File: config.mk
export PLATFORM = sky130hd
export DESIGN_NAME = acsf_ram
export DESIGN_NICKNAME = d
export VERILOG_FILES = /design/src/sv/acsf_ram.sv
export SDC_FILE = /design/constraint.sdc
export NUM_CORES = 1
export LEC_CHECK = 0
export ABC_AREA = 1
export BUFFER_PORTS_ARGS = -buffer_cell sky130_fd_sc_hd__buf_2
export CORE_ASPECT_RATIO = 1.1
export CORE_UTILIZATION = 30
export DETAILED_ROUTE_END_ITERATION = 10
export GPL_TIMING_DRIVEN = 0
export REMOVE_ABC_BUFFERS = 1
export SYNTH_ARGS = -nofsm -noshare
export SYNTH_HDL_FRONTEND = slang
export SYNTH_SLANG_ARGS = --single-unit
File: constraint.sdc
create_clock -name clk -period 2.46 [get_ports clk]
set_clock_uncertainty 0.1 [all_clocks]
set_input_delay 0 -clock clk [delete_from_list [all_inputs] [get_ports clk]]
set_output_delay 0 -clock clk [all_outputs]
set_load 0.01 [all_outputs]
File: src/sv/acsf_ram.sv
module acsf_ram #(
	parameter int WIDTH = 8,
	parameter int DEPTH = 64
) (
	input  logic                     clk,
	input  logic                     we,
	input  logic [$clog2(DEPTH)-1:0] waddr,
	input  logic [WIDTH-1:0]         wdata,
	input  logic [$clog2(DEPTH)-1:0] raddr,
	output logic [WIDTH-1:0]         rdata
);

	logic [WIDTH-1:0] mem [DEPTH];

	always_ff @(posedge clk) begin
		if (we) begin
			mem[waddr] <= wdata;
		end
		rdata <= mem[raddr];
	end

endmodule

==> results.json <==
{
  "place.gp.congestion": 0.8474,
  "clock.fmax_mhz": 431.9,
  "grt-ovfl-total": 0,
  "synth_most_common_cell": "nand2_1",
  "tightest_slew_ns": 1.369,
  "critPathMaxStageDelay_ns": 0.78,
  "path_class": "in -> reg",
  "min_period_over_period_pct": 94.13,
  "die-area_um2": 72200,
  "drt-total-wl_um": 50840,
  "detailed_place_hpwl_um": 28050,
  "p_leak_uw": 0.008325,
  "ys_warn_count": 0,
  "async_flop_share_pct": 0,
  "hold_slack_ns": 0.07856,
  "ant_nets": 0,
  "yosys.area.top_type_share_pct": 72.05,
  "critPathArrivalTime_ns": 2.64,
  "cts_sinks": 520,
  "hold_class": "in -> reg",
  "slew_headroom_pct": 8.763,
  "io_pins": 30,
  "critPathCaptureType": "register",
  "critPathLaunchType": "input port",
  "synth_area_leaders": "edfxtp_1 (72%), nand2_1 (11%), nand3_1 (10%), buf_6 (1.8%), nor2_1 (0.99%)",
  "wire_per_inst_um": 18.36,
  "drv_slew": 0,
  "cellPowerDensity_nw_per_um2": 782.5,
  "synth_common_cells": "nand2_1 (648), edfxtp_1 (512), nand3_1 (439)",
  "synth-main-ff-cell": "edfxtp_1",
  "cp.required_ns": 2.79,
  "path_delay_family": "buffers and inverters",
  "grtUsageTotal_pct": 14.00,
  "coreArea_um2": 70320,
  "synth_top_cell_by_area": "edfxtp_1",
  "cts_tree": "built",
  "clock_latency_ns": 0.57,
  "cts.clk_slew.worst_paths_ns": 0.06,
  "clock-root-buffer": "clkbuf_16",
  "h-tree-depth": 2,
  "vdd_drop_max_mv": 0.4305,
  "port_buffers": 29,
  "die_x_um": 256.3,
  "grt_pass1_vias": 12810,
  "avgSynthCellArea_um2": 11.82,
  "worst-path-buf-inv": 2,
  "utilization_pct": 33.92,
  "worst-path-max-fanout": 65,
  "synth_area_um2": 21340,
  "fin_crit_ns": 2.316,
  "grt_pass1_wl_um": 77310,
  "nNetsFinal": 1815,
  "drt_pre_antenna_iters": 6,
  "status": "finished, final reports clean",
  "synth-edff-count": 512,
  "ys_types": 16,
  "cts_setup_buffers": 0,
  "hold_viol_final": 0,
  "drcViolationCount": 0,
  "crit_chain": "buf_4 -> inv_2 -> nand3_1 -> nand2_1 -> nand2_1 -> nand3_1 -> nand3_1 -> nand2_1",
  "start_util_pct": 30.35,
  "drv.max_cap_violation_count": 0,
  "max-clock-path-buffers": 3,
  "fin_cells": 2769,
  "syn_to_final_growth_pct": 11.79,
  "rsz0062_at_grt": "false",
  "cts_buffers": 50,
  "viasPerCell": 4.761,
  "drive_gt1_share_pct": 6.441,
  "antenna_found_initial": 5,
  "vias": 13180,
  "synthCells": 1805,
  "ys_seq_elements": 520,
  "setup_violations": 0,
  "drt_iter0_drc": 1141,
  "dp_cells": 2668,
  "num_rows": 102,
  "ys_seq_area_share_pct": 72.80,
  "grt_max_degree": 145,
  "die_height_um": 281.7,
  "slowest_stage": "inv_2"
}
layout make-up:
cell class                 count  area (um^2)
timing repair buffer          49        424.2
antenna                        1        2.502
sequential                   520        15530
fill                        6844        46460
tap                          936         1171
clock inverter                17        201.4
multi-input combinational   1160         4996
inverter                      12        57.56
clock buffer                  74         1468
placed cells by master (no fill, tap or decap), types with 9 or more instances in the layout:
cell / n
buf_2: 25
buf_4: 9
clkbuf_1: 17
clkbuf_16: 55
dlygate4sd3_1: 9
edfxtp_1: 512
inv_1: 9
nand2_1: 648
nand3_1: 439
nand4_1: 9
nor2_1: 56
sequential cells by signal, indices dropped and copies added, names as in the netlist:
signal	cells
mem	512
rdata	8
what timing repair did:
item,CTS,global route
resized for setup,0,1
hold buffers,8,1
setup endpoints to repair,0,2
hold endpoints to repair,64,24
metal layers:
metal / vias up / part of all wire, % / global-route usage (%)
li1: 6314 / - / -
met1: 6402 / 43 / 18.45
met2: 374 / 48 / 23.63
met3: 88 / 5.1 / 1.852
met4: 4 / 3.0 / 5.005
met5: - / 0.039 / 0
power breakdown:
part	switching, uW	total (uW)	internal [uW]	leakage [uW]
Sequential	16.8	9830	9810	0.00467
Combinational	840	1110	268	0.00284
Clock	3090	7730	4640	0.000813
metrics by stage:
step | TNS [ns] | instance area, um^2 | power, uW | setup WS, ns
4_1_cts | 0 | 23840 | 18820 | 0.2228
3_3_place_gp | -41.71 | 21850 | 11140 | -5.258
5_1_grt | 0 | 23850 | 19220 | 0.03863
6_report | 0 | 23860 | 18670 | 0.1444
2_1_floorplan | -1.192 | 20530 | 10510 | -0.1569
3_5_place_dp | -15.22 | 22090 | 11120 | -0.3697
worst register-to-register path: stages, from the launching register on:
cell      delay (ns)
edfxtp_1        0.37
nand2_1         0.08
nand3_1         0.08
nand3_1         0.15
nand2_1         0.17
nand2_1         0.10
nand3_1         0.17
nand3_1         0.14
nand2_1         0.11
worst paths after layout:
| check | from | end | slack (ns) | depth (start not counted) |
|---|---|---|---|---|
| worst max-delay path | raddr[2] | rdata[6] | 0.14 | 8 |
| worst min register to register | mem[37][4] | rdata[4] | 0.80 | 8 |
| worst min-delay path | waddr[0] | mem[51][0] | 0.08 | 3 |
| worst max register to register | mem[58][6] | rdata[6] | 0.86 | 8 |
kinds of logic (layout without fill, tap and decap cells):
group / Yosys count / count (layout) / synth area share [%]
other: 0 / 1 / 0
and+or+nand+nor: 1160 / 1160 / 23.18
DFF: 520 / 520 / 72.80
buffers and inverters: 125 / 152 / 4.022
Note: power is estimated with default switching activity, not from simulation.
