$ cat src/sv/acsf_pkg.sv
package acsf_pkg;

	localparam int SLOT_W   = 6;
	localparam int SLOT_SPAN = 2 ** SLOT_W;
	localparam int IDX_W    = SLOT_W + 1;
	localparam int POS_W    = 16;
	localparam int SIZE_W   = 12;
	localparam int VEL_W    = 16;
	localparam int MASK_W   = 5;
	localparam int TAG_W    = 8;
	localparam int MARGIN_W = 8;
	localparam int EXT_W    = 18;
	localparam int SLACK_W  = 17;
	localparam int DATA_W   = 32;
	localparam int ADDR_W   = 3;

	localparam logic [IDX_W-1:0]    NO_SLOT    = IDX_W'(SLOT_SPAN);
	localparam logic [MARGIN_W-1:0] MARGIN_RST = 8'd12;
	localparam int                  VY_SLACK   = 512;

	// register word index on the configuration port
	localparam logic [0:0] REG_MARGIN = 1'b0;

	// solid mask bit positions
	localparam int MASK_SOLID  = 0;
	localparam int MASK_TOP    = 1;
	localparam int MASK_LEFT   = 2;
	localparam int MASK_RIGHT  = 3;
	localparam int MASK_BOTTOM = 4;

	typedef enum logic {
		KIND_WRITE = 1'b0,
		KIND_QUERY = 1'b1
	} kind_t;

	typedef struct packed {
		logic                       kind;
		logic [SLOT_W-1:0]          slot;
		logic signed [POS_W-1:0]    box_x;
		logic signed [POS_W-1:0]    box_y;
		logic [SIZE_W-1:0]          box_w;
		logic [SIZE_W-1:0]          box_h;
		logic signed [VEL_W-1:0]    vel_x;
		logic signed [VEL_W-1:0]    vel_y;
		logic [MASK_W-1:0]          solid_mask;
		logic [TAG_W-1:0]           owner_tag;
	} in_item_t;

	typedef struct packed {
		logic                       floor_hit;
		logic                       ceiling_hit;
		logic                       right_side_hit;
		logic                       left_side_hit;
		logic [IDX_W-1:0]           below_slot;
		logic [IDX_W-1:0]           above_slot;
		logic [IDX_W-1:0]           right_slot;
		logic [IDX_W-1:0]           left_slot;
		logic signed [POS_W-1:0]    floor_top;
		logic signed [POS_W-1:0]    wall_left_edge;
		logic signed [POS_W-1:0]    wall_right_edge;
		logic signed [POS_W-1:0]    ceiling_bottom;
	} out_item_t;

	localparam out_item_t RESULT_NONE = '{
		floor_hit:       1'b0,
		ceiling_hit:     1'b0,
		right_side_hit:  1'b0,
		left_side_hit:   1'b0,
		below_slot:      NO_SLOT,
		above_slot:      NO_SLOT,
		right_slot:      NO_SLOT,
		left_slot:       NO_SLOT,
		floor_top:       '0,
		wall_left_edge:  '0,
		wall_right_edge: '0,
		ceiling_bottom:  '0
	};

	typedef struct packed {
		logic signed [POS_W-1:0]    x;
		logic signed [POS_W-1:0]    y;
		logic [SIZE_W-1:0]          w;
		logic [SIZE_W-1:0]          h;
	} box_row_t;

	typedef struct packed {
		logic signed [VEL_W-1:0]    vx;
		logic signed [VEL_W-1:0]    vy;
		logic [MASK_W-1:0]          mask;
		logic [TAG_W-1:0]           tag;
	} motion_row_t;

	// query box held for the length of a scan
	typedef struct packed {
		logic signed [EXT_W-1:0]    qx;
		logic signed [EXT_W-1:0]    qy;
		logic signed [EXT_W-1:0]    qr;
		logic signed [EXT_W-1:0]    qb;
		logic signed [VEL_W-1:0]    qvx;
		logic signed [VEL_W-1:0]    qvy;
		logic signed [SLACK_W-1:0]  qvy_slack;
		logic [TAG_W-1:0]           tag;
		logic [MARGIN_W-1:0]        margin;
	} qctx_t;

	// control that travels with each slot read
	typedef struct packed {
		logic                       vld;
		logic                       last;
		logic                       live;
		logic [IDX_W-1:0]           idx;
	} scan_tag_t;

	// classified contact of one slot
	typedef struct packed {
		logic                       vld;
		logic                       last;
		logic [IDX_W-1:0]           idx;
		logic                       top;
		logic                       lft;
		logic                       rgt;
		logic                       bot;
		logic                       bot_solid;
		logic [POS_W-1:0]           ftop;
		logic [POS_W-1:0]           wle;
		logic [POS_W-1:0]           wre;
		logic [POS_W-1:0]           cbot;
	} hit_t;

endpackage

$ cat src/sv/acsf_slot_eval.sv
module acsf_slot_eval (
	input  logic                   clk,
	input  logic                   arst_n,
	input  acsf_pkg::scan_tag_t    tag_s1,
	input  acsf_pkg::box_row_t     box_s1,
	input  acsf_pkg::motion_row_t  mot_s1,
	input  acsf_pkg::qctx_t        qctx,
	output acsf_pkg::hit_t         hit
);

	import acsf_pkg::*;

	// stage 2: slot edges, top and left edge differences, velocity tests
	logic signed [EXT_W-1:0] bx_e, by_e, bw_e, bh_e;
	logic signed [EXT_W-1:0] br_c, bb_c, dt_c, dl_c;
	logic                    elig_c;

	assign bx_e   = EXT_W'(box_s1.x);
	assign by_e   = EXT_W'(box_s1.y);
	assign bw_e   = EXT_W'(box_s1.w);
	assign bh_e   = EXT_W'(box_s1.h);
	assign br_c   = bx_e + bw_e;
	assign bb_c   = by_e + bh_e;
	assign dt_c   = qctx.qb - by_e;
	assign dl_c   = qctx.qr - bx_e;
	assign elig_c = tag_s1.live & mot_s1.mask[MASK_SOLID] & (mot_s1.tag != qctx.tag);

	logic                    vld_s2, last_s2;
	logic [IDX_W-1:0]        idx_s2;
	logic                    elig_s2;
	logic signed [EXT_W-1:0] br_s2, bb_s2, dt_s2, dl_s2;
	logic [POS_W-1:0]        bx_s2, by_s2;
	logic [MASK_W-1:0]       mask_s2;
	logic                    topv_s2, lv_s2, rv_s2, bv_s2;

	always_ff @(posedge clk or negedge arst_n) begin
		if (!arst_n) begin
			vld_s2  <= 1'b0;
			last_s2 <= 1'b0;
		end else begin
			vld_s2  <= tag_s1.vld;
			last_s2 <= tag_s1.last;
		end
	end

	always_ff @(posedge clk) begin
		idx_s2  <= tag_s1.idx;
		elig_s2 <= elig_c;
		br_s2   <= br_c;
		bb_s2   <= bb_c;
		dt_s2   <= dt_c;
		dl_s2   <= dl_c;
		bx_s2   <= box_s1.x;
		by_s2   <= box_s1.y;
		mask_s2 <= mot_s1.mask;
		topv_s2 <= qctx.qvy_slack >= mot_s1.vy;
		lv_s2   <= qctx.qvx >= mot_s1.vx;
		rv_s2   <= qctx.qvx <= mot_s1.vx;
		bv_s2   <= qctx.qvy <= mot_s1.vy;
	end

	// stage 3: remaining differences, top and left gaps
	logic signed [EXT_W-1:0] dr_c, db_c, gt_c, gl_c;

	assign dr_c = br_s2 - qctx.qx;
	assign db_c = bb_s2 - qctx.qy;
	assign gt_c = dt_s2[EXT_W-1] ? -dt_s2 : dt_s2;
	assign gl_c = dl_s2[EXT_W-1] ? -dl_s2 : dl_s2;

	logic                    vld_s3, last_s3;
	logic [IDX_W-1:0]        idx_s3;
	logic                    ovl_s3;
	logic signed [EXT_W-1:0] dr_s3, db_s3, gt_s3, gl_s3;
	logic [POS_W-1:0]        bx_s3, by_s3, br_s3, bb_s3;
	logic [MASK_W-1:0]       mask_s3;
	logic                    topv_s3, lv_s3, rv_s3, bv_s3;

	always_ff @(posedge clk or negedge arst_n) begin
		if (!arst_n) begin
			vld_s3  <= 1'b0;
			last_s3 <= 1'b0;
		end else begin
			vld_s3  <= vld_s2;
			last_s3 <= last_s2;
		end
	end

	always_ff @(posedge clk) begin
		idx_s3  <= idx_s2;
		ovl_s3  <= elig_s2 & ~dt_s2[EXT_W-1] & ~dl_s2[EXT_W-1];
		dr_s3   <= dr_c;
		db_s3   <= db_c;
		gt_s3   <= gt_c;
		gl_s3   <= gl_c;
		bx_s3   <= bx_s2;
		by_s3   <= by_s2;
		br_s3   <= br_s2[POS_W-1:0];
		bb_s3   <= bb_s2[POS_W-1:0];
		mask_s3 <= mask_s2;
		topv_s3 <= topv_s2;
		lv_s3   <= lv_s2;
		rv_s3   <= rv_s2;
		bv_s3   <= bv_s2;
	end

	// classify in priority top, left face, right face, bottom
	logic signed [EXT_W-1:0] gr_c, gb_c, m_e;
	logic                    ovl_c, top_c, lft_c, rgt_c, bot_c;

	assign gr_c  = dr_s3[EXT_W-1] ? -dr_s3 : dr_s3;
	assign gb_c  = db_s3[EXT_W-1] ? -db_s3 : db_s3;
	assign m_e   = EXT_W'(qctx.margin);
	assign ovl_c = ovl_s3 & ~dr_s3[EXT_W-1] & ~db_s3[EXT_W-1];

	assign top_c = (gt_s3 <= m_e) && (gt_s3 <= gl_s3) && (gt_s3 <= gr_c) &&
		(gt_s3 <= gb_c) && topv_s3 && mask_s3[MASK_TOP];
	assign lft_c = (gl_s3 <= m_e) && (gl_s3 <= gr_c) && (gl_s3 <= gb_c) &&
		lv_s3 && mask_s3[MASK_LEFT];
	assign rgt_c = (gr_c <= m_e) && (gr_c <= gb_c) && rv_s3 && mask_s3[MASK_RIGHT];
	assign bot_c = (gb_c <= m_e) && bv_s3;

	assign hit.vld       = vld_s3;
	assign hit.last      = last_s3;
	assign hit.idx       = idx_s3;
	assign hit.top       = ovl_c & top_c;
	assign hit.lft       = ovl_c & ~top_c & lft_c;
	assign hit.rgt       = ovl_c & ~top_c & ~lft_c & rgt_c;
	assign hit.bot       = ovl_c & ~top_c & ~lft_c & ~rgt_c & bot_c;
	assign hit.bot_solid = mask_s3[MASK_BOTTOM];
	assign hit.ftop      = by_s3;
	assign hit.wle       = bx_s3;
	assign hit.wre       = br_s3;
	assign hit.cbot      = bb_s3;

endmodule

$ cat config.mk
export PLATFORM = sky130hd
export DESIGN_NAME = acsf_slot_eval
export DESIGN_NICKNAME = d
export VERILOG_FILES = /design/src/sv/acsf_pkg.sv /design/src/sv/acsf_slot_eval.sv
export SDC_FILE = /design/constraint.sdc
export NUM_CORES = 1
export LEC_CHECK = 0
export BUFFER_PORTS_ARGS = -buffer_cell sky130_fd_sc_hd__buf_4
export CELL_PAD_IN_SITES_DETAIL_PLACEMENT = 1
export CELL_PAD_IN_SITES_GLOBAL_PLACEMENT = 2
export CORE_MARGIN = 5
export CORE_UTILIZATION = 34
export CTS_CLUSTER_SIZE = 14
export DETAILED_ROUTE_END_ITERATION = 8
export GPL_TIMING_DRIVEN = 0
export PLACE_DENSITY_LB_ADDON = 0.1
export SYNTH_ARGS = -nofsm -noshare
export SYNTH_HDL_FRONTEND = slang
export SYNTH_SLANG_ARGS = --single-unit
$ cat constraint.sdc
create_clock -name clk -period 4.8 [get_ports clk]
set_input_delay 0.72 -clock clk [delete_from_list [all_inputs] [get_ports clk]]
set_output_delay 0.72 -clock clk [all_outputs]
set_load 0.01 [all_outputs]
==> flow_metrics.tcl <==
set metrics [dict create \
    synth-async-reset-ratio 0.0146 \
    nFillCells 5430 \
    grt-ovfl-total 0 \
    rrSetupSlack_ns 1.95 \
    power_density_mw_per_mm2 521 \
    critical-path-top-delay-family "simple AND/OR/NAND/NOR gates" \
    fin_nets 2655 \
    h-tree-depth 2 \
    maxCapViolations 0 \
    crit_arrival_ns 4.68 \
    timing.final.hold_violations 0 \
    io_buffers 327 \
    top_layer "met5" \
    fin_cells 2750 \
    clock-sinks 274 \
    synth_edf_count 0 \
    met2WireLength_um 24900 \
    critPathBufInv 3 \
    multiInputGateArea_mm2 0.0101 \
    vias_per_cell 5.03 \
    insertion_delay_ns 0.54 \
    yosysSeqAreaShare 0.341 \
    worstMarginPinSlew_ns 1.01 \
    drive_gt1_frac 0.224 \
    status "finished with violations" \
    die_h_um 228 \
    path_max_fanout 5 \
    finalCriticalPeriod_ns 5.40 \
    initialDrtViolationCount 470 \
    core_area_mm2 0.0468 \
    yosys_warnings 0 \
    crit_top_cell "buf_4" \
    p_leak_nw 10.1 \
    die_area_mm2 0.0520 \
    grt_pass1_wl_um 83000 \
    die_w_um 228 \
    regToRegEndpoint "db_s3[16]" \
    power_mw 10.9 \
    crit_start "dr_s3[3]" \
    via_count 13800 \
    crit_chain "or4_4 -> or3_4 -> o21ai_2 -> xor2_1 -> buf_4 -> ha_1 -> and4_1 -> nand4_1 -> o21ai_0 -> a211o_1 -> o221ai_1 -> a311o_1 -> nor3b_4 -> buf_4 -> a2111oi_4 -> buf_4" \
    ant_nets 0 \
    grt_max_degree 13 \
    area_growth_pct 29.7 \
    synth.avg_cell_area_um2 9.31 \
    cp.depth 16 \
    start_util 0.346 \
    setup_slack_ns -0.602 \
    relSlewSlack 0.310 \
    period_share 1.13 \
    hold_depth 1 \
    ys_seq_elements 274 \
    drt-met1-wl_um 23700 \
    synth_nets 2271 \
    design_area_mm2 0.0210 \
    numCtsBuffers 34 \
    slowest_delay_ns 0.59 \
    violations "setup timing" \
    grt_pass1_vias 15000 \
    hold_class "in -> reg" \
    place_area_mm2 0.0194 \
    final-seq-area_mm2 0.00551 \
    netlist_instances 1736 \
    max_freq_ghz 0.185 \
    fp-row-count 79 \
    wl_per_cell_um 19.1 \
    path_class "reg -> out" \
    antenna_found_initial 1 \
    n_antenna_cell 0 \
    yosysTopAreaCell "dfxtp_1" \
    root_buffer "clkbuf_16" \
    yosysUniqueCellTypes 73 \
    slew_violations 0 \
    synth_area_mm2 0.0162 \
    rsz0062_at_grt "true" \
    end_kind "primary output" \
    clk_pin_slew_ns 0.06 \
    ir_drop_mv 0.290 \
    yosysTopAreaCellShare 0.335 \
    worstSetupStartpointType "flip-flop" \
    worstPathRequired_ns 4.08 \
    place_inst 2670 \
    synth_area_leaders "dfxtp_1, ha_1, xnor2_1, inv_1, a21oi_1" \
    ff2ff_path_depth 11 \
    gp_congestion 0.851 \
    drtPass1Iterations 4 \
    wl_um 52400 \
    fin_skew_ns 0.0204 \
    worstSetupEndpoint "hit[65]" \
    cts_tree "built" \
    grtUsageTotal 0.197 \
    drc 0 \
    critPathSlowestCell "or4_4" \
    setup_viol 4 \
    dp_hpwl_um 43500 \
    ys.flop_type "dfxtp_1" \
    r2r_start "bb_s2[0]" \
    wl_met3_um 2590 \
    pin_count 328 \
    clockBufferDepth 3 \
]
[cells in the final DEF (no fill, tap or decap), drive strengths merged, types with 12 or more instances in the layout]
master,Yosys,final
or4,13,13
ha,279,279
or3,13,13
nand2b,17,17
o31ai,22,22
a21o,43,43
buf,4,353
nand4,39,39
o211ai,12,12
nor4,20,20
a21oi,103,103
nor3,26,26
dfxtp,270,270
nor2,76,76
and2,12,12
a211oi,19,19
nand3,36,36
clkbuf,9,55
nand2,89,89
inv,208,211
or2,19,19
o41ai,13,13
xor2,49,49
nor2b,32,32
xnor2,109,109
o21ai,64,64
o21a,32,32
[registers in the layout (all words and copies together) (netlist names), 4 cells and up]
name and cells:
bb_s2 17, db_s3 18, idx_s2 7, dl_s2 18, gt_s3 18, by_s3 16
dt_s2 18, gl_s3 18, mask_s3 4, bx_s2 16, by_s2 16, bx_s3 16
mask_s2 4, dr_s3 18, idx_s3 7, br_s2 17, bb_s3 16, br_s3 16
[cell usage after synthesis (3+ instances only)]
cell type,instances
fa_1,6
a221oi_1,3
or3_1,12
xor2_1,47
nor3_1,26
inv_1,208
a31oi_1,8
o211ai_1,12
nor3b_1,3
nor2b_1,32
o221ai_1,6
a311o_1,7
a21o_1,43
a21oi_1,103
clkbuf_1,9
xnor2_1,109
buf_4,3
dfrtp_1,4
and3_1,7
and4_1,7
a41oi_1,8
o21ai_0,63
a211o_1,3
and2_1,11
nor4_1,20
nor2_1,76
a31o_2,6
nand4_1,39
nand2b_1,17
o31ai_1,22
dfxtp_1,270
a311oi_1,7
nand2_1,89
nand3_1,36
ha_1,279
or4_1,11
or2_2,19
o41ai_1,11
o21a_1,32
a2111oi_0,4
a211oi_1,19
[report_power, final]
part           internal, mW  total (mW)  switching (mW)
logic                  2.31        5.06            2.75
registers              2.76        3.39           0.630
clock network          1.47        2.47            1.00
[layer usage]
metal  global-route usage  vias up
met5                    0        -
li1                     -     6929
met2                0.337      234
met3               0.0405       69
met4               0.0524        2
met1                0.255     6610
[cell families after synthesis]
logic type,after synthesis,share of synthesized area
mux,3,0.00201
compound gates,380,0.159
fa+ha+maj,285,0.223
simple gates,414,0.134
buf+inv,221,0.0520
flops,274,0.341
xor+xnor,159,0.0887
[repair_timing]
action | in CTS | in global routing
setup endpoints to repair | 4 | 4
setup buffers | 18 | 4
pin swaps | 17 | 13
hold endpoints to repair | 4 | 0
gates resized for setup | 51 | 14
hold buffers | 1 | 0
[worst min-delay path by stage]
stage / start / to / slack (ns)
final: tag_s1[1] / idx_s2[1] / 0.28
after global routing: tag_s1[3] / idx_s2[3] / 0.25
after CTS: tag_s1[1] / idx_s2[1] / 0.24
after detailed placement: bx_s2[7] / bx_s3[7] / 0.31
after global placement: bx_s2[4] / bx_s3[4] / 0.31
after floorplan: bv_s2 / bv_s3 / 0.31
[area by class of cell]
cell class	count	area share
plain buffers	11	0.00263
clock buffers	48	0.0460
clock inverters	11	0.00513
inverters	208	0.0372
multi-input cells	1241	0.483
flip-flops and latches	274	0.263
well taps	607	0.0362
repair buffers	350	0.127
[metrics by stage]
step	setup TNS, ns	hold WS [ns]	worst slack, ns	util
6_report	-2.03	0.282	-0.602	0.448
5_1_grt	-2.78	0.254	-0.748	0.448
4_1_cts	-2.39	0.237	-0.680	0.446
3_5_place_dp	-2.92	0.313	-0.885	0.414
3_3_place_gp	-2.85	0.311	-0.924	0.414
2_1_floorplan	0	0.310	0.354	-
Note: power is estimated with default switching activity, not from simulation.
